File: src/sv/srd_pkg.sv
// Shared types and constants for the sprite row run-length decoder.
`default_nettype none

package srd_pkg;

  localparam int unsigned MaxWidth   = 4095;
  localparam logic [11:0] WidthReset = 12'd4095;

  typedef enum logic [2:0] {
    KindTrans   = 3'd0,
    KindColor   = 3'd1,
    KindPlayer  = 3'd2,
    KindShadow  = 3'd3,
    KindShield  = 3'd4,
    KindOutline = 3'd5
  } kind_e;

  typedef enum logic [2:0] {
    OpNop   = 3'd0,
    OpRun   = 3'd1,
    OpEol   = 3'd2,
    OpFail  = 3'd3,
    OpBlank = 3'd4
  } op_e;

  // one request for the back end; new_row restarts column and halt state
  typedef struct packed {
    op_e         op;
    logic        new_row;
    kind_e       kind;
    logic [7:0]  color;
    logic [11:0] len;
  } req_t;

  // everything one item asks for: row-start part, then command part
  typedef struct packed {
    logic a_vld;
    req_t a;
    logic b_vld;
    req_t b;
  } entry_t;

  typedef struct packed {
    kind_e       kind;
    logic [7:0]  color;
    logic [11:0] len;
    logic        row_done;
    logic        error;
  } res_t;

endpackage

`default_nettype wire

File: src/sv/srd_item_if.sv
// Input item channel: one command byte with its row flags.
`default_nettype none

interface srd_item_if;
  logic        valid;
  logic        ready;
  logic [7:0]  cmd_byte;
  logic        row_start;
  logic [11:0] left_edge;
  logic        blank_row;

  modport source (output valid, cmd_byte, row_start, left_edge, blank_row, input ready);
  modport sink (input valid, cmd_byte, row_start, left_edge, blank_row, output ready);
endinterface

`default_nettype wire

File: src/sv/srd_run_if.sv
// Output item channel: one decoded pixel run.
`default_nettype none

interface srd_run_if;
  logic        valid;
  logic        ready;
  logic [2:0]  pixel_kind;
  logic [7:0]  color_index;
  logic [11:0] run_length;
  logic        row_done;
  logic        error;

  modport source (output valid, pixel_kind, color_index, run_length, row_done, error,
                  input ready);
  modport sink (input valid, pixel_kind, color_index, run_length, row_done, error,
                output ready);
endinterface

`default_nettype wire

File: src/sv/srd_front.sv
// Front end: byte parser that turns items into run, end-of-line, fail and blank-row requests.
`default_nettype none

module srd_front import srd_pkg::*; (
  input  logic       clk_i,
  input  logic       rst_ni,
  srd_item_if.sink   item_i,
  input  logic       full_i,
  output logic       push_o,
  output entry_t     entry_o
);

  localparam logic [2:0] PhCmd       = 3'd0;
  localparam logic [2:0] PhCntRun    = 3'd1;
  localparam logic [2:0] PhCntList   = 3'd2;
  localparam logic [2:0] PhCntFill   = 3'd3;
  localparam logic [2:0] PhBigRun    = 3'd4;
  localparam logic [2:0] PhBigList   = 3'd5;
  localparam logic [2:0] PhList      = 3'd6;
  localparam logic [2:0] PhFillColor = 3'd7;

  localparam logic [1:0] CmdList       = 2'b00;
  localparam logic [1:0] CmdSkip       = 2'b01;
  localparam logic [3:0] CmdBigList    = 4'h2;
  localparam logic [3:0] CmdBigSkip    = 4'h3;
  localparam logic [3:0] CmdPlayerList = 4'h6;
  localparam logic [3:0] CmdFill       = 4'h7;
  localparam logic [3:0] CmdPlayerFill = 4'hA;
  localparam logic [3:0] CmdShadow     = 4'hB;
  localparam logic [7:0] CmdShieldRun  = 8'h7E;
  localparam logic [7:0] CmdOutlineRun = 8'h5E;
  localparam logic [7:0] CmdShieldOne  = 8'h6E;
  localparam logic [7:0] CmdOutlineOne = 8'h4E;
  localparam logic [7:0] CmdEol        = 8'h0F;

  logic [2:0]  phase_q, phase_d;
  kind_e       pkind_q, pkind_d;
  logic [11:0] pcnt_q, pcnt_d;
  logic [3:0]  hnib_q, hnib_d;

  logic        take;
  logic [7:0]  b;
  logic [3:0]  nib;
  logic [2:0]  ph;
  kind_e       pk;
  logic [11:0] pc;
  logic [3:0]  hn;
  logic [11:0] big;
  logic [11:0] pc_dec;
  req_t        cmd_req;

  function automatic req_t mk_run(kind_e k, logic [7:0] c, logic [11:0] l);
    req_t r;
    r         = '0;
    r.op      = OpRun;
    r.kind    = k;
    r.color   = (k == KindColor || k == KindPlayer) ? c : 8'd0;
    r.len     = l;
    return r;
  endfunction

  assign item_i.ready = !full_i;
  assign take         = item_i.valid && item_i.ready;

  always_comb begin
    b       = item_i.cmd_byte;
    nib     = b[7:4];
    entry_o = '0;
    ph      = phase_q;
    pk      = pkind_q;
    pc      = pcnt_q;
    hn      = hnib_q;
    if (item_i.row_start || item_i.blank_row) begin
      ph                 = PhCmd;
      pk                 = KindTrans;
      pc                 = '0;
      hn                 = '0;
      entry_o.a_vld      = 1'b1;
      entry_o.a.new_row  = 1'b1;
      entry_o.a.kind     = KindTrans;
      if (item_i.blank_row) begin
        entry_o.a.op = OpBlank;
      end else begin
        entry_o.a.op  = OpRun;
        entry_o.a.len = item_i.left_edge;
      end
    end
    phase_d = ph;
    pkind_d = pk;
    pcnt_d  = pc;
    hnib_d  = hn;
    big     = {hn, b};
    pc_dec  = pc - 12'd1;
    cmd_req = '0;
    if (!item_i.blank_row) begin
      case (ph)
        PhCmd: begin
          if (b[1:0] == CmdList) begin
            pkind_d = KindColor;
            pcnt_d  = {6'd0, b[7:2]};
            phase_d = (b[7:2] != 6'd0) ? PhList : PhCmd;
          end else if (b[1:0] == CmdSkip) begin
            if (b[7:2] == 6'd0) begin
              pkind_d = KindTrans;
              phase_d = PhCntRun;
            end else begin
              cmd_req = mk_run(KindTrans, 8'd0, {6'd0, b[7:2]});
            end
          end else begin
            case (b[3:0])
              CmdBigList: begin
                pkind_d = KindColor;
                hnib_d  = nib;
                phase_d = PhBigList;
              end
              CmdBigSkip: begin
                pkind_d = KindTrans;
                hnib_d  = nib;
                phase_d = PhBigRun;
              end
              CmdPlayerList: begin
                pkind_d = KindPlayer;
                if (nib == 4'd0) begin
                  phase_d = PhCntList;
                end else begin
                  pcnt_d  = {8'd0, nib};
                  phase_d = PhList;
                end
              end
              CmdFill, CmdPlayerFill: begin
                pkind_d = (b[3:0] == CmdFill) ? KindColor : KindPlayer;
                if (nib == 4'd0) begin
                  phase_d = PhCntFill;
                end else begin
                  pcnt_d  = {8'd0, nib};
                  phase_d = PhFillColor;
                end
              end
              CmdShadow: begin
                if (nib == 4'd0) begin
                  pkind_d = KindShadow;
                  phase_d = PhCntRun;
                end else begin
                  cmd_req = mk_run(KindShadow, 8'd0, {8'd0, nib});
                end
              end
              default: begin
                case (b)
                  CmdShieldRun: begin
                    pkind_d = KindShield;
                    phase_d = PhCntRun;
                  end
                  CmdOutlineRun: begin
                    pkind_d = KindOutline;
                    phase_d = PhCntRun;
                  end
                  CmdShieldOne:  cmd_req = mk_run(KindShield, 8'd0, 12'd1);
                  CmdOutlineOne: cmd_req = mk_run(KindOutline, 8'd0, 12'd1);
                  CmdEol:        cmd_req.op = OpEol;
                  default:       cmd_req.op = OpFail;
                endcase
              end
            endcase
          end
        end
        PhCntRun: begin
          phase_d = PhCmd;
          cmd_req = mk_run(pk, 8'd0, {4'd0, b});
        end
        PhCntList: begin
          pcnt_d  = {4'd0, b};
          phase_d = (b != 8'd0) ? PhList : PhCmd;
        end
        PhCntFill: begin
          pcnt_d  = {4'd0, b};
          phase_d = PhFillColor;
        end
        PhBigRun: begin
          phase_d = PhCmd;
          cmd_req = mk_run(pk, 8'd0, big);
        end
        PhBigList: begin
          pcnt_d  = big;
          phase_d = (big != 12'd0) ? PhList : PhCmd;
        end
        PhList: begin
          cmd_req = mk_run(pk, b, 12'd1);
          pcnt_d  = pc_dec;
          if (pc_dec == 12'd0) begin
            phase_d = PhCmd;
          end
        end
        default: begin
          phase_d = PhCmd;
          cmd_req = mk_run(pk, b, pc);
        end
      endcase
    end
    entry_o.b     = cmd_req;
    entry_o.b_vld = (cmd_req.op == OpRun) ? (cmd_req.len != 12'd0) : (cmd_req.op != OpNop);
    push_o        = take && (entry_o.a_vld || entry_o.b_vld);
  end

  always_ff @(posedge clk_i or negedge rst_ni) begin
    if (!rst_ni) begin
      phase_q <= PhCmd;
      pkind_q <= KindTrans;
      pcnt_q  <= '0;
      hnib_q  <= '0;
    end else if (take) begin
      phase_q <= phase_d;
      pkind_q <= pkind_d;
      pcnt_q  <= pcnt_d;
      hnib_q  <= hnib_d;
    end
  end

endmodule

`default_nettype wire

File: src/sv/srd_queue.sv
// Request queue between parser and run emitter.
`default_nettype none

module srd_queue import srd_pkg::*; #(
  parameter int unsigned Depth = 4
) (
  input  logic   clk_i,
  input  logic   rst_ni,
  input  logic   push_i,
  input  entry_t entry_i,
  output logic   full_o,
  input  logic   pop_i,
  output logic   vld_o,
  output entry_t head_o
);

  localparam int unsigned PtrW = (Depth > 1) ? $clog2(Depth) : 1;
  localparam int unsigned CntW = $clog2(Depth + 1);

  entry_t            mem_q [Depth];
  logic [PtrW-1:0]   wr_ptr_q, wr_ptr_d;
  logic [PtrW-1:0]   rd_ptr_q, rd_ptr_d;
  logic [CntW-1:0]   count_q, count_d;

  assign full_o = (count_q == CntW'(Depth));
  assign vld_o  = (count_q != '0);
  assign head_o = mem_q[rd_ptr_q];

  always_comb begin
    wr_ptr_d = push_i ? ((wr_ptr_q == PtrW'(Depth - 1)) ? '0 : wr_ptr_q + 1'b1) : wr_ptr_q;
    rd_ptr_d = pop_i ? ((rd_ptr_q == PtrW'(Depth - 1)) ? '0 : rd_ptr_q + 1'b1) : rd_ptr_q;
    count_d  = count_q;
    if (push_i && !pop_i) begin
      count_d = count_q + 1'b1;
    end else if (pop_i && !push_i) begin
      count_d = count_q - 1'b1;
    end
  end

  always_ff @(posedge clk_i or negedge rst_ni) begin
    if (!rst_ni) begin
      wr_ptr_q <= '0;
      rd_ptr_q <= '0;
      count_q  <= '0;
    end else begin
      wr_ptr_q <= wr_ptr_d;
      rd_ptr_q <= rd_ptr_d;
      count_q  <= count_d;
    end
  end

  always_ff @(posedge clk_i) begin
    if (push_i) begin
      mem_q[wr_ptr_q] <= entry_i;
    end
  end

`ifndef ASSERT_OFF
  a_no_overfill: assert property (@(posedge clk_i) disable iff (!rst_ni)
    push_i |-> !full_o) else $error("push into full queue");
  a_no_underrun: assert property (@(posedge clk_i) disable iff (!rst_ni)
    pop_i |-> vld_o) else $error("pop from empty queue");
  a_count_bound: assert property (@(posedge clk_i) disable iff (!rst_ni)
    count_q <= CntW'(Depth)) else $error("queue count out of range");
`endif

endmodule

`default_nettype wire

File: src/sv/srd_back.sv
// Back end: column tracking, width checks and the output register.
`default_nettype none

module srd_back import srd_pkg::*; (
  input  logic        clk_i,
  input  logic        rst_ni,
  input  logic        cfg_we_i,
  input  logic [11:0] cfg_wdata_i,
  input  logic        q_vld_i,
  input  entry_t      head_i,
  output logic        pop_o,
  srd_run_if.source   run_o
);

  logic [11:0] width_q;
  logic [11:0] column_q, column_d;
  logic        halted_q, halted_d;
  logic        half_q, half_d;
  logic        out_vld_q;
  res_t        res_q, res_d;

  logic        sel_b;
  req_t        cur;
  logic        adv;
  logic        emit;
  logic [11:0] wiu;
  logic [11:0] col_e;
  logic        hlt_e;
  logic [12:0] sum;

  assign wiu   = ({20'd0, width_q} > MaxWidth) ? 12'(MaxWidth) : width_q;
  assign sel_b = half_q || !head_i.a_vld;
  assign cur   = sel_b ? head_i.b : head_i.a;
  assign adv   = q_vld_i && (!out_vld_q || run_o.ready);
  assign pop_o = adv && (sel_b || !head_i.b_vld);

  always_comb begin
    half_d   = adv ? (!sel_b && head_i.b_vld) : half_q;
    col_e    = cur.new_row ? 12'd0 : column_q;
    hlt_e    = cur.new_row ? 1'b0 : halted_q;
    sum      = {1'b0, col_e} + {1'b0, cur.len};
    column_d = col_e;
    halted_d = hlt_e;
    emit     = 1'b0;
    res_d    = '0;
    if (!hlt_e) begin
      case (cur.op)
        OpRun: begin
          if (cur.len != 12'd0) begin
            emit = 1'b1;
            if (sum > {1'b0, wiu}) begin
              res_d.row_done = 1'b1;
              res_d.error    = 1'b1;
              halted_d       = 1'b1;
            end else begin
              column_d    = sum[11:0];
              res_d.kind  = cur.kind;
              res_d.color = cur.color;
              res_d.len   = cur.len;
            end
          end
        end
        OpEol: begin
          emit           = 1'b1;
          res_d.len      = (wiu > col_e) ? (wiu - col_e) : 12'd0;
          res_d.row_done = 1'b1;
          halted_d       = 1'b1;
        end
        OpFail: begin
          emit           = 1'b1;
          res_d.row_done = 1'b1;
          res_d.error    = 1'b1;
          halted_d       = 1'b1;
        end
        OpBlank: begin
          emit           = 1'b1;
          res_d.len      = wiu;
          res_d.row_done = 1'b1;
          halted_d       = 1'b1;
        end
        default: ;
      endcase
    end
  end

  always_ff @(posedge clk_i or negedge rst_ni) begin
    if (!rst_ni) begin
      width_q   <= WidthReset;
      column_q  <= '0;
      halted_q  <= 1'b0;
      half_q    <= 1'b0;
      out_vld_q <= 1'b0;
    end else begin
      if (cfg_we_i) begin
        width_q <= cfg_wdata_i;
      end
      half_q <= half_d;
      if (adv) begin
        column_q  <= column_d;
        halted_q  <= halted_d;
        out_vld_q <= emit;
      end else if (run_o.ready) begin
        out_vld_q <= 1'b0;
      end
    end
  end

  always_ff @(posedge clk_i) begin
    if (adv && emit) begin
      res_q <= res_d;
    end
  end

  assign run_o.valid       = out_vld_q;
  assign run_o.pixel_kind  = res_q.kind;
  assign run_o.color_index = res_q.color;
  assign run_o.run_length  = res_q.len;
  assign run_o.row_done    = res_q.row_done;
  assign run_o.error       = res_q.error;

`ifndef ASSERT_OFF
  a_err_ends_row: assert property (@(posedge clk_i) disable iff (!rst_ni)
    out_vld_q && res_q.error |-> res_q.row_done && (res_q.len == 12'd0))
    else $error("error item must close the row with zero length");
  a_done_halts: assert property (@(posedge clk_i) disable iff (!rst_ni)
    adv && emit && res_d.row_done |=> halted_q)
    else $error("row closed but emitter not halted");
  a_half_has_b: assert property (@(posedge clk_i) disable iff (!rst_ni)
    half_q |-> q_vld_i && head_i.b_vld)
    else $error("second half pending without a command request");
`endif

endmodule

`default_nettype wire

File: src/sv/sprite_row_rle_decoder.sv
// Top level of the sprite row run-length decoder.
//
//  channel   dir  handshake          payload
//  item_i    in   valid/ready        cmd_byte, row_start, left_edge, blank_row
//  run_o     out  valid/ready        pixel_kind, color_index, run_length, row_done, error
//  cfg       in   cfg_we_i           cfg_wdata_i (frame width)
//
// One item is taken per cycle while the request queue has room.
// An item yields up to two requests; the emitter takes one per cycle unless run_o
// stalls, and a row-start item with a command request stays at the queue head for both.
// A run becomes valid only after its item has passed the request queue and the output register.
// item_i.ready drops only when all QueueDepth queue entries are in use.
// Reset clears parse state, column, queue and output valid; width resets to 4095.
`default_nettype none

module sprite_row_rle_decoder import srd_pkg::*; #(
  parameter int unsigned QueueDepth = 4
) (
  input  logic        clk_i,
  input  logic        rst_ni,
  input  logic        cfg_we_i,
  input  logic [11:0] cfg_wdata_i,
  srd_item_if.sink    item_i,
  srd_run_if.source   run_o
);

  logic   push;
  logic   full;
  logic   pop;
  logic   q_vld;
  entry_t entry;
  entry_t head;

  srd_front u_front (
    .clk_i   (clk_i),
    .rst_ni  (rst_ni),
    .item_i  (item_i),
    .full_i  (full),
    .push_o  (push),
    .entry_o (entry)
  );

  srd_queue #(
    .Depth (QueueDepth)
  ) u_queue (
    .clk_i   (clk_i),
    .rst_ni  (rst_ni),
    .push_i  (push),
    .entry_i (entry),
    .full_o  (full),
    .pop_i   (pop),
    .vld_o   (q_vld),
    .head_o  (head)
  );

  srd_back u_back (
    .clk_i       (clk_i),
    .rst_ni      (rst_ni),
    .cfg_we_i    (cfg_we_i),
    .cfg_wdata_i (cfg_wdata_i),
    .q_vld_i     (q_vld),
    .head_i      (head),
    .pop_o       (pop),
    .run_o       (run_o)
  );

endmodule

`default_nettype wire

File: src/flat_wrapper.sv
// flat-port wrapper written by rule: the top's interface ports become plain ports
module sprite_row_rle_decoder_flat import srd_pkg::*;
#(
  parameter int unsigned QueueDepth = 4
)
  (clk_i, rst_ni, cfg_we_i, cfg_wdata_i, item_i_valid, item_i_cmd_byte, item_i_row_start, item_i_left_edge, item_i_blank_row, item_i_ready, run_o_valid, run_o_pixel_kind, run_o_color_index, run_o_run_length, run_o_row_done, run_o_error, run_o_ready);
  srd_item_if item_i_i ();
  srd_run_if run_o_i ();
  input  logic clk_i;
  input  logic rst_ni;
  input  logic cfg_we_i;
  input  logic [11:0] cfg_wdata_i;
  input wire logic [$bits(item_i_i.valid)-1:0] item_i_valid;
  input wire logic [$bits(item_i_i.cmd_byte)-1:0] item_i_cmd_byte;
  input wire logic [$bits(item_i_i.row_start)-1:0] item_i_row_start;
  input wire logic [$bits(item_i_i.left_edge)-1:0] item_i_left_edge;
  input wire logic [$bits(item_i_i.blank_row)-1:0] item_i_blank_row;
  output wire logic [$bits(item_i_i.ready)-1:0] item_i_ready;
  output wire logic [$bits(run_o_i.valid)-1:0] run_o_valid;
  output wire logic [$bits(run_o_i.pixel_kind)-1:0] run_o_pixel_kind;
  output wire logic [$bits(run_o_i.color_index)-1:0] run_o_color_index;
  output wire logic [$bits(run_o_i.run_length)-1:0] run_o_run_length;
  output wire logic [$bits(run_o_i.row_done)-1:0] run_o_row_done;
  output wire logic [$bits(run_o_i.error)-1:0] run_o_error;
  input wire logic [$bits(run_o_i.ready)-1:0] run_o_ready;
  assign item_i_i.valid = item_i_valid;
  assign item_i_i.cmd_byte = item_i_cmd_byte;
  assign item_i_i.row_start = item_i_row_start;
  assign item_i_i.left_edge = item_i_left_edge;
  assign item_i_i.blank_row = item_i_blank_row;
  assign item_i_ready = item_i_i.ready;
  assign run_o_valid = run_o_i.valid;
  assign run_o_pixel_kind = run_o_i.pixel_kind;
  assign run_o_color_index = run_o_i.color_index;
  assign run_o_run_length = run_o_i.run_length;
  assign run_o_row_done = run_o_i.row_done;
  assign run_o_error = run_o_i.error;
  assign run_o_i.ready = run_o_ready;
  sprite_row_rle_decoder #(.QueueDepth(QueueDepth)) u_core (.clk_i(clk_i), .rst_ni(rst_ni), .cfg_we_i(cfg_we_i), .cfg_wdata_i(cfg_wdata_i), .item_i(item_i_i), .run_o(run_o_i));
endmodule
File: config.mk
export PLATFORM = sky130hd
export DESIGN_NAME = sprite_row_rle_decoder_flat
export DESIGN_NICKNAME = d
export VERILOG_FILES = /design/src/sv/srd_pkg.sv /design/src/sv/srd_item_if.sv /design/src/sv/srd_run_if.sv /design/src/sv/srd_front.sv /design/src/sv/srd_queue.sv /design/src/sv/srd_back.sv /design/src/sv/sprite_row_rle_decoder.sv /design/src/flat_wrapper.sv
export SDC_FILE = /design/constraint.sdc
export NUM_CORES = 1
export LEC_CHECK = 0
export BUFFER_PORTS_ARGS = -buffer_cell sky130_fd_sc_hd__buf_2
export CORE_MARGIN = 1
export CORE_UTILIZATION = 30
export DETAILED_ROUTE_END_ITERATION = 8
export PLACE_DENSITY_LB_ADDON = 0.3
export SETUP_SLACK_MARGIN = 0.02
export SYNTH_ARGS = -nofsm -noshare
export SYNTH_HDL_FRONTEND = slang
export SYNTH_SLANG_ARGS = --single-unit
File: constraint.sdc
create_clock -name clk_i -period 6.1 [get_ports clk_i]
set_clock_uncertainty 0.15 [all_clocks]
set_input_delay 0.61 -clock clk_i [delete_from_list [all_inputs] [get_ports clk_i]]
set_output_delay 0.61 -clock clk_i [all_outputs]
set_load 0.02 [all_outputs]
==> impl_metrics.json, run 1 <==
{
  "status": "completed",
  "startpoint_type": "flip-flop",
  "grt_pass1_wl_mm": 57.0,
  "yosysWarningCount": 0,
  "insertion_delay_ns": 0.57,
  "clock.fmax_ghz": 0.175,
  "hp-class": "input pin to asynchronous set/reset pin",
  "pwr-share-clk_pct": 21.5,
  "cp_data_arrival_time_ns": 5.87,
  "gp_congestion": 0.880,
  "finalWirelength_mm": 36.8,
  "power_density_nw_per_um2": 515,
  "initial_core_util_pct": 30.5,
  "num_antenna_cells": 0,
  "root_buffer": "clkbuf_16",
  "dpl.hpwl_mm": 25.9,
  "area_growth_pct": 15.1,
  "numClockSinks": 245,
  "grt_max_degree": 57,
  "power_frac_seq_pct": 32.0,
  "nets": 1310,
  "relSlewSlack_pct": 29.7,
  "p_comb_share_pct": 46.5,
  "first_global_vias": 9655,
  "grt_use_met1_pct": 23.4,
  "setup_viol": 0,
  "sw_frac_of_total_pct": 40.4,
  "die-area_um2": 44900,
  "grtUsageMet3_pct": 2.74,
  "layout-drive-gt1-share_pct": 18.0,
  "antenna_found_initial": 1,
  "core_area_um2": 43300,
  "setup-tns-final_ns": 0,
  "r2r_slack_ns": 0.39,
  "fin_crit_sh_pct": 93.6,
  "grtUsageMet2_pct": 25.4,
  "vias_per_cell": 5.34,
  "rows": 76,
  "preCtsSetupSlack_ns": 0.121,
  "internal_power_mw": 4.66,
  "finalHoldViolCount": 0,
  "cp_max_fo": 9,
  "io_pins": 66,
  "crit_required_ns": 6.26,
  "post-route-drc-count": 0,
  "criticalPathCategory": "flip-flop to flip-flop",
  "htreeDepth": 1,
  "yosys_register_bits": 245,
  "tightest_slew_ns": 1.05,
  "vias": 9791,
  "ant_nets": 0,
  "period_needed_ns": 5.71,
  "top_usage_layer": "met2",
  "synth_area_um2": 13200,
  "syn_nets": 1247,
  "drt-pass1-iter-count": 5,
  "cts_buffers": 29,
  "cts_tree": "done",
  "drt-wirelength-per-cell_um": 20.1,
  "chipWidth_um": 212,
  "ir_worst_vdd_v": 0.000243,
  "final_common_cell": "edfxtp_1",
  "clockBufferDepth": 3,
  "final_cell_mix": "189 x edfxtp_1, 88 x nand2_1, 74 x nor2_1",
  "synth.distinct_cells": 84,
  "switchingPower_mw": 3.16,
  "drv_cap": 0,
  "grt_usage_pct": 16.5,
  "fillers": 4288,
  "yosysSeqAreaShare_pct": 53.7,
  "portBuffers": 65,
  "globalRoute.totalOverflow": 0,
  "syn_area_per_cell_um2": 11.4,
  "clkTransAtPathRegs_ns": 0.06,
  "ys.flop_type": "edfxtp_1",
  "drt_iter0_markers": 865,
  "netlist_instances": 1161,
  "worst_slack_ns": 0.391,
  "end_kind": "flip-flop",
  "rsz0062_at_grt": "no",
  "synth_edf_count": 189,
  "power_leakage_nw": 5.82,
  "die_height_um": 212,
  "synth_async_sr_flop_share_pct": 22.9,
  "slew_viol_final": 0
}
## cells by family after synthesis
logic type / after synthesis / share of synthesized area (%)
AOI/OAI and AO/OA: 302 / 15.8
DFF: 245 / 53.7
and+or+nand+nor: 354 / 13.7
muxes: 50 / 5.81
xor gates and xnor gates: 36 / 2.39
adders and majority gates: 47 / 4.62
buffers and inverters: 127 / 3.92
## layout make-up
cell class,count,area [um^2],share of cell area [%]
timing repair buffer,100,596,3.92
inverter,59,221,1.46
multi-input combinational,789,5620,37.0
clock buffer,33,741,4.87
tap,585,732,4.82
clock inverter,21,186,1.23
sequential,245,7090,46.7
## power groups by stage
stage	registers (mW)	clock network, mW	logic [mW]
after floorplan	2.56	0	2.49
after global placement	2.53	0	3.60
after detailed placement	2.53	0	3.62
after CTS	2.50	1.73	3.63
after global routing	2.55	1.78	3.99
final	2.51	1.68	3.64
## sequential cells by signal, indices dropped and copies added (netlist names), 2 cells and up
signal                           cells
u_core.u_back.column_q              12
u_core.u_back.run_o.color_index      8
u_core.u_back.run_o.pixel_kind       3
u_core.u_back.run_o.run_length      12
u_core.u_back.width_q               12
u_core.u_front.hnib_q                4
u_core.u_front.pcnt_q               12
u_core.u_front.phase_q               3
u_core.u_front.pkind_q               3
u_core.u_queue.count_q               3
u_core.u_queue.mem_q               164
u_core.u_queue.rd_ptr_q              2
u_core.u_queue.wr_ptr_q              2
## worst paths after layout
path                                             from                                end  depth (start not counted)
setup / recovery           u_core.u_queue.rd_ptr_q[1]  u_core.u_back.run_o.run_length[5]                         23
hold / removal                                 rst_ni          u_core.u_queue.count_q[1]                          2
setup reg to reg           u_core.u_queue.rd_ptr_q[1]  u_core.u_back.run_o.run_length[5]                         23
hold reg to reg             u_core.u_back.column_q[0]          u_core.u_back.column_q[0]                          1
max in group asynchronous                      rst_ni         u_core.u_queue.rd_ptr_q[1]                          2
min in group clk_i                     cfg_wdata_i[3]           u_core.u_back.width_q[3]                          3
## metal layers
layer | vias to the layer above | routed length, um
met5 | - | 10
met4 | 2 | 1200
met3 | 72 | 2080
met2 | 330 | 16400
met1 | 4861 | 17100
li1 | 4526 | -
## repair_timing
item	in CTS	in global routing
resized for setup	0	6
hold buffers	0	0
endpoints found under the setup margin	0	31
buffers inserted	0	0
## synth_stat cells, drive strengths merged (12+ instances only)
master,n,share of area (%)
nand2b,14,0.66
and3,19,0.94
and2,21,1.0
a21oi,60,2.3
nor2b,29,1.4
a22oi,13,0.74
o21ai,64,2.4
xnor2,27,1.8
clkbuf,41,1.2
dfrtp,44,8.3
buf,27,1.1
nor3,29,1.3
dfstp,12,2.4
inv,59,1.7
ha,44,4.2
mux2i,15,1.2
a22o,18,1.2
edfxtp,189,43
a21o,12,0.68
mux4,18,3.1
mux2,17,1.5
o22ai,18,0.85
nor2,77,2.2
nand3,27,1.0
nand2,88,2.5
## worst max-delay path, stage by stage (launching register included)
cell	delay, ns
dfrtp_2	0.44
mux2_2	0.41
a2bb2oi_4	0.27
buf_4	0.23
mux2_2	0.34
o211ai_1	0.23
inv_1	0.08
ha_1	0.21
or2_2	0.29
nor4_1	0.36
nor2_1	0.13
a21o_1	0.19
a21oi_1	0.18
xnor2_1	0.12
ha_1	0.31
nand3_1	0.10
a31oi_1	0.15
nor2_1	0.06
a211o_1	0.31
nand3_1	0.15
nor2b_1	0.08
buf_4	0.18
a222oi_1	0.37
nor2_1	0.10
## metrics by stage
step / hold slack, ns / instances / total power, mW / instance area [um^2] / util (%)
after global placement: 0.324 / 1778 / 6.12 / 14200 / 32.9
after CTS: 0.0760 / 1832 / 7.86 / 15200 / 35.0
after floorplan: 0.164 / 1161 / 5.04 / 13200 / -
after global routing: 0.106 / 1832 / 8.31 / 15200 / 35.1
after detailed placement: 0.330 / 1778 / 6.15 / 14200 / 32.9
final: 0.0926 / 1832 / 7.83 / 15200 / 35.1
Note: power is estimated with default switching activity, not from simulation.
==> run 2: changes to the inputs <==
Settings changed: CORE_UTILIZATION 30 to 45.
==> run 2 against run 1 <==
  * Worst hold slack gained 0.014 ns
  * Clock power rose by 10%
  * Cell area decreased by 0.66%
  * Critical path depth stayed put
  * Count of clock-buffer cells in the layout shrank 3
  * First-iteration DRC count decreased by 2.7%
  * Global-route usage grew 6.5 points
  * Critical path type unchanged
  * Largest cell class unchanged
==> impl_metrics.json, run 2 (synthesis gave the netlist of run 1 again) <==
{
  "dpl.hpwl_mm": 24.3,
  "power_density_nw_per_um2": 535,
  "top_usage_layer": "met2",
  "nets": 1309,
  "final_cell_mix": "189 x edfxtp_1, 88 x nand2_1, 74 x nor2_1",
  "grt_use_met1_pct": 33.0,
  "p_comb_share_pct": 46.0,
  "clockBufferDepth": 3,
  "layout-drive-gt1-share_pct": 18.0,
  "chipWidth_um": 173,
  "startpoint_type": "flip-flop",
  "pwr-share-clk_pct": 22.9,
  "relSlewSlack_pct": 38.9,
  "numClockSinks": 245,
  "clkTransAtPathRegs_ns": 0.06,
  "globalRoute.totalOverflow": 0,
  "grt_pass1_wl_mm": 54.0,
  "drv_cap": 0,
  "first_global_vias": 9404,
  "crit_top_cell": "nor2_1",
  "initial_core_util_pct": 45.9,
  "cp_data_arrival_time_ns": 5.86,
  "clock.fmax_ghz": 0.175,
  "setup-tns-final_ns": 0,
  "cp_max_fo": 9,
  "postCtsHoldBufs": 0,
  "rows": 62,
  "slew_viol_final": 0,
  "largest_reg_flops": 164,
  "htreeDepth": 1,
  "crit_path_max_incr_delay_ns": 0.41,
  "die_height_um": 173,
  "num_antenna_cells": 0,
  "root_buffer": "clkbuf_16",
  "sw_frac_of_total_pct": 39.1,
  "preCtsSetupSlack_ns": 0.176,
  "grtUsageMet3_pct": 3.14,
  "gp_congestion": 0.963,
  "regMostFlops": "u_core.u_queue.mem_q",
  "antenna_found_initial": 0,
  "setup_viol": 0,
  "drt_iter0_markers": 842,
  "die-area_um2": 30000,
  "power_leakage_nw": 5.86,
  "post-route-drc-count": 0,
  "crit_slowest_cell": "dfrtp_2",
  "criticalPathCategory": "flip-flop to flip-flop",
  "insertion_delay_ns": 0.56,
  "period_needed_ns": 5.72,
  "cts_buffers": 27,
  "cts_tree": "done",
  "core_area_um2": 28800,
  "final_common_cell": "edfxtp_1",
  "fin_crit_sh_pct": 93.7,
  "portBuffers": 65,
  "io_pins": 66,
  "drt-wirelength-per-cell_um": 21.3,
  "rsz0062_at_grt": "no",
  "end_kind": "flip-flop",
  "switchingPower_mw": 3.16,
  "finalHoldViolCount": 0,
  "grt_max_degree": 57,
  "path_cells": "mux2_2, a2bb2oi_4, buf_4, mux2_2, o221a_2, ha_1, a21oi_1, nor2b_1, nor4_2, nor2_1, a21o_1, a21oi_1, xnor2_1, ha_1, nand3_1, a31oi_1, nor2_1, a211o_1, nand3_1, nor2b_1, buf_4, a222oi_1, nor2_1",
  "ant_nets": 0,
  "power_frac_seq_pct": 31.1,
  "ff2ff_path_depth": 23,
  "status": "completed",
  "postLayoutCoreUtil_pct": 52.4,
  "vias_per_cell": 6.01,
  "internal_power_mw": 4.91,
  "grt_usage_pct": 23.1,
  "worst_slack_ns": 0.383,
  "vias": 9767,
  "hp-class": "input pin to asynchronous set/reset pin",
  "area_growth_pct": 14.3,
  "ir_worst_vdd_v": 0.000336,
  "tightest_slew_ns": 0.913,
  "drt-pass1-iter-count": 7,
  "grtUsageMet2_pct": 36.7,
  "finalWirelength_mm": 34.6,
  "crit_required_ns": 6.24
}
[run 2: path summary, 6_finish.rpt]
kind,startpoint,to,slack [ns]
setup reg to reg,u_core.u_queue.rd_ptr_q[1],u_core.u_back.run_o.run_length[9],0.38
min in group clk_i,cfg_wdata_i[11],u_core.u_back.width_q[11],0.12
hold reg to reg,u_core.u_back.column_q[0],u_core.u_back.column_q[0],0.36
setup / recovery,u_core.u_queue.rd_ptr_q[1],u_core.u_back.run_o.run_length[9],0.38
max in group asynchronous,rst_ni,u_core.u_queue.rd_ptr_q[0],5.07
hold / removal,rst_ni,u_core.u_front.pkind_q[1],0.11
[run 2: metal layers]
layer	vias up	routed length (um)	part of all wire, %
met2	421	16000	46
met4	0	841	2.4
li1	4520	-	-
met1	4755	15300	44
met5	-	0	0
met3	71	2440	7.0
[run 2: layout make-up]
| type | instances | area, um^2 |
|---|---|---|
| flip-flops and latches | 245 | 7090 |
| clock buffers | 30 | 687 |
| well taps | 384 | 480 |
| inverters | 59 | 221 |
| multi-input cells | 789 | 5640 |
| fillers | 2484 | 13700 |
| clock inverters | 17 | 318 |
| repair buffers | 101 | 658 |
[run 2: power groups by stage]
stage | clock network [mW] | registers (mW) | logic, mW
finish | 1.85 | 2.51 | 3.71
global route | 1.94 | 2.55 | 4.03
CTS | 1.87 | 2.51 | 3.62
detailed placement | 0 | 2.54 | 3.59
global placement | 0 | 2.53 | 3.55
floorplan | 0 | 2.56 | 2.49
[run 2: critical path, delay by kind of cell (launching register included)]
kind                       cells  cell delay, ns
buffers and inverters          2            0.39
xor gates and xnor gates       1            0.13
muxes                          2            0.75
DFF                            1            0.41
adders and majority gates      2            0.70
AOI/OAI and AO/OA              8            1.95
and+or+nand+nor                8            1.01
[run 2: metrics by stage]
stage          power (mW)  hold slack [ns]  std cells  area (um^2)
6_report             8.07            0.106       1625        15100
5_1_grt              8.51            0.124       1625        15100
4_1_cts              8.00            0.105       1621        15000
3_5_place_dp         6.12            0.334       1574        14000
3_3_place_gp         6.08            0.334       1574        14000
2_1_floorplan        5.04            0.164       1161        13200
[run 2: repair_timing]
action | in CTS | in global routing
buffers inserted | 0 | 4
hold endpoints to repair | 0 | 0
setup endpoints to repair | 0 | 31
resized for setup | 0 | 6
==> run 3: changes to the inputs <==
Settings changed: BUFFER_PORTS_ARGS -buffer_cell sky130_fd_sc_hd__buf_2 to -buffer_cell sky130_fd_sc_hd__clkbuf_2, SLEW_MARGIN from default to 20.
==> run 3 against run 2 <==
  * Setup slack worse by 0.041 ns
  * Count of clock-buffer cells in the layout is 3 higher
  * Largest power group unchanged
  * Via count is 0.90% lower
==> impl_metrics.json, run 3 (synthesis gave the netlist of run 1 again) <==
{
  "status": "completed",
  "num_antenna_cells": 0,
  "ir_worst_vdd_v": 0.000239,
  "grt_max_degree": 57,
  "post-route-drc-count": 0,
  "clock.fmax_ghz": 0.174,
  "numClockSinks": 245,
  "initial_core_util_pct": 45.9,
  "cts_buffers": 27,
  "end_kind": "flip-flop",
  "p_comb_share_pct": 46.6,
  "startpoint_type": "flip-flop",
  "globalRoute.totalOverflow": 0,
  "layout-drive-gt1-share_pct": 17.9,
  "tightest_slew_ns": 0.931,
  "setup_viol": 0,
  "nets": 1314,
  "power_frac_seq_pct": 32.4,
  "crit_slowest_cell": "dfrtp_2",
  "switchingPower_mw": 3.08,
  "grt_pass1_wl_mm": 54.1,
  "gp_congestion": 0.924,
  "cp_num_buf_inv": 2,
  "core_area_um2": 28800,
  "final_cell_mix": "189 x edfxtp_1, 88 x nand2_1, 74 x nor2_1",
  "sw_frac_of_total_pct": 39.7,
  "drv_cap": 0,
  "vias_per_cell": 5.93,
  "criticalPathCategory": "flip-flop to flip-flop",
  "fin_crit_sh_pct": 94.4,
  "final_common_cell": "edfxtp_1",
  "die-area_um2": 30000,
  "instances_no_fill": 1632,
  "drt_iter0_markers": 932,
  "pwr-share-clk_pct": 20.9,
  "postCtsHoldBufs": 0,
  "cp_data_arrival_time_ns": 5.88,
  "r2r-start": "u_core.u_queue.rd_ptr_q[1]",
  "root_buffer": "clkbuf_16",
  "path_cells": "mux2_2, a2bb2oi_4, buf_4, mux2_2, o221a_2, ha_1, a21oi_1, nor2b_1, nor4_1, nor2_1, a21o_1, a21oi_1, xnor2_1, ha_1, nand3_1, a31oi_1, nor2_1, a211o_1, nand3_1, nor2b_1, buf_4, a222oi_1, nor2_1",
  "vias": 9679,
  "clockBufferDepth": 3,
  "fillers": 2481,
  "drt-pass1-iter-count": 5,
  "crit_required_ns": 6.22,
  "crit_path_max_incr_delay_ns": 0.44,
  "rr_endpoint": "u_core.u_back.run_o.run_length[4]",
  "chipWidth_um": 173,
  "min_to": "u_core.u_back.width_q[11]",
  "crit_family": "compound AO/OA/AOI/OAI gates",
  "crit_top_cell": "nor2_1",
  "hp-class": "input pin to flip-flop",
  "die_height_um": 173,
  "portBuffers": 65,
  "grt_usage_pct": 23.0,
  "hold_path_depth": 3,
  "finalHoldViolCount": 0,
  "finalWirelength_mm": 34.2,
  "rsz0062_at_grt": "no",
  "period_needed_ns": 5.76,
  "r2r_slack_ns": 0.34,
  "min-delay-start": "cfg_wdata_i[11]",
  "power_density_nw_per_um2": 520,
  "cts_tree": "done",
  "area_growth_pct": 13.1,
  "first_global_vias": 9427,
  "regMostFlops": "u_core.u_queue.mem_q",
  "largest_reg_flops": 164,
  "ff2ff_path_depth": 23,
  "final.hold.worst_slack_ns": 0.102,
  "drt-wirelength-per-cell_um": 20.9,
  "ant_nets": 0,
  "io_pins": 66,
  "relSlewSlack_pct": 37.7,
  "cp_max_fo": 9,
  "rows": 62,
  "power_leakage_nw": 5.81,
  "clkTransAtPathRegs_ns": 0.06,
  "insertion_delay_ns": 0.55,
  "dpl.hpwl_mm": 24.2,
  "slew_viol_final": 0,
  "htreeDepth": 1,
  "antenna_found_initial": 0,
  "internal_power_mw": 4.68,
  "dpl.cell_count": 1577,
  "setup-tns-final_ns": 0
}
-- run 3: changes by cell type in the layout (fill, tap and decap cells not counted), moves of 2 or more --
cell and delta:
and2_2 -2, and2_4 +2, buf_12 -5, buf_2 -65, buf_4 +9, bufinv_16 -5, clkbuf_1 +3, clkbuf_2 +65
clkinvlp_4 +3
-- run 3: stage by stage --
stage / utilization (%) / area (um^2) / total power, mW / worst slack [ns]
6_report: 51.9 / 14900 / 7.76 / 0.341
5_1_grt: 51.9 / 14900 / 8.25 / 0.0761
4_1_cts: 51.7 / 14900 / 7.73 / 0.0842
3_5_place_dp: 48.6 / 14000 / 6.09 / 0.104
3_3_place_gp: 48.6 / 14000 / 6.06 / 0.129
2_1_floorplan: - / 13200 / 5.04 / 0.769
-- run 3: final cells by class --
class                      count  area, um^2  share of cell area (%)
sequential                   245        7090                    47.5
multi-input combinational    789        5620                    37.6
clock buffer                  33         698                    4.67
timing repair buffer         106         637                    4.26
tap                          384         480                    3.22
inverter                      59         221                    1.48
clock inverter                16         188                    1.26
-- run 3: worst max path at each step --
stage	cells after the start	end	slack [ns]	start
2_1_floorplan	25	u_core.u_back.column_q[10]	0.77	u_core.u_queue.rd_ptr_q[1]
3_3_place_gp	22	u_core.u_back.column_q[8]	0.13	u_core.u_queue.rd_ptr_q[1]
3_5_place_dp	22	u_core.u_back.column_q[8]	0.10	u_core.u_queue.rd_ptr_q[1]
4_1_cts	22	u_core.u_back.column_q[8]	0.08	u_core.u_queue.rd_ptr_q[1]
5_1_grt	23	u_core.u_back.run_o.run_length[2]	0.08	u_core.u_queue.rd_ptr_q[1]
6_report	23	u_core.u_back.run_o.run_length[4]	0.34	u_core.u_queue.rd_ptr_q[1]
-- run 3: repair_timing --
| item | 4_1_cts | 5_1_grt |
|---|---|---|
| buffers inserted | 0 | 6 |
| hold endpoints to repair | 0 | 0 |
| endpoints found under the setup margin | 0 | 31 |
| resized for setup | 0 | 4 |
-- run 3: per-layer routing --
layer  global-route usage, %  vias to the layer above  part of all wire (%)
met1                    33.3                     4701                    45
met4                    6.56                        0                   2.2
met2                    36.0                      393                    46
met5                       0                        -                     0
met3                    3.44                       59                   7.2
li1                        -                     4526                     -
-- run 3: power groups by stage --
stage / Clock, mW / Sequential, mW / Combinational, mW
after floorplan: 0 / 2.56 / 2.49
after global placement: 0 / 2.55 / 3.51
after detailed placement: 0 / 2.55 / 3.54
after CTS: 1.65 / 2.52 / 3.55
after global routing: 1.73 / 2.56 / 3.97
final: 1.62 / 2.52 / 3.62
-- run 3: tightest hold or removal path: cells and delay by family --
kind	cells	cell delay, ns
AND/OR/NAND/NOR	1	0.04
buffers and inverters	1	0.08
AO/OA/AOI/OAI	1	0.06
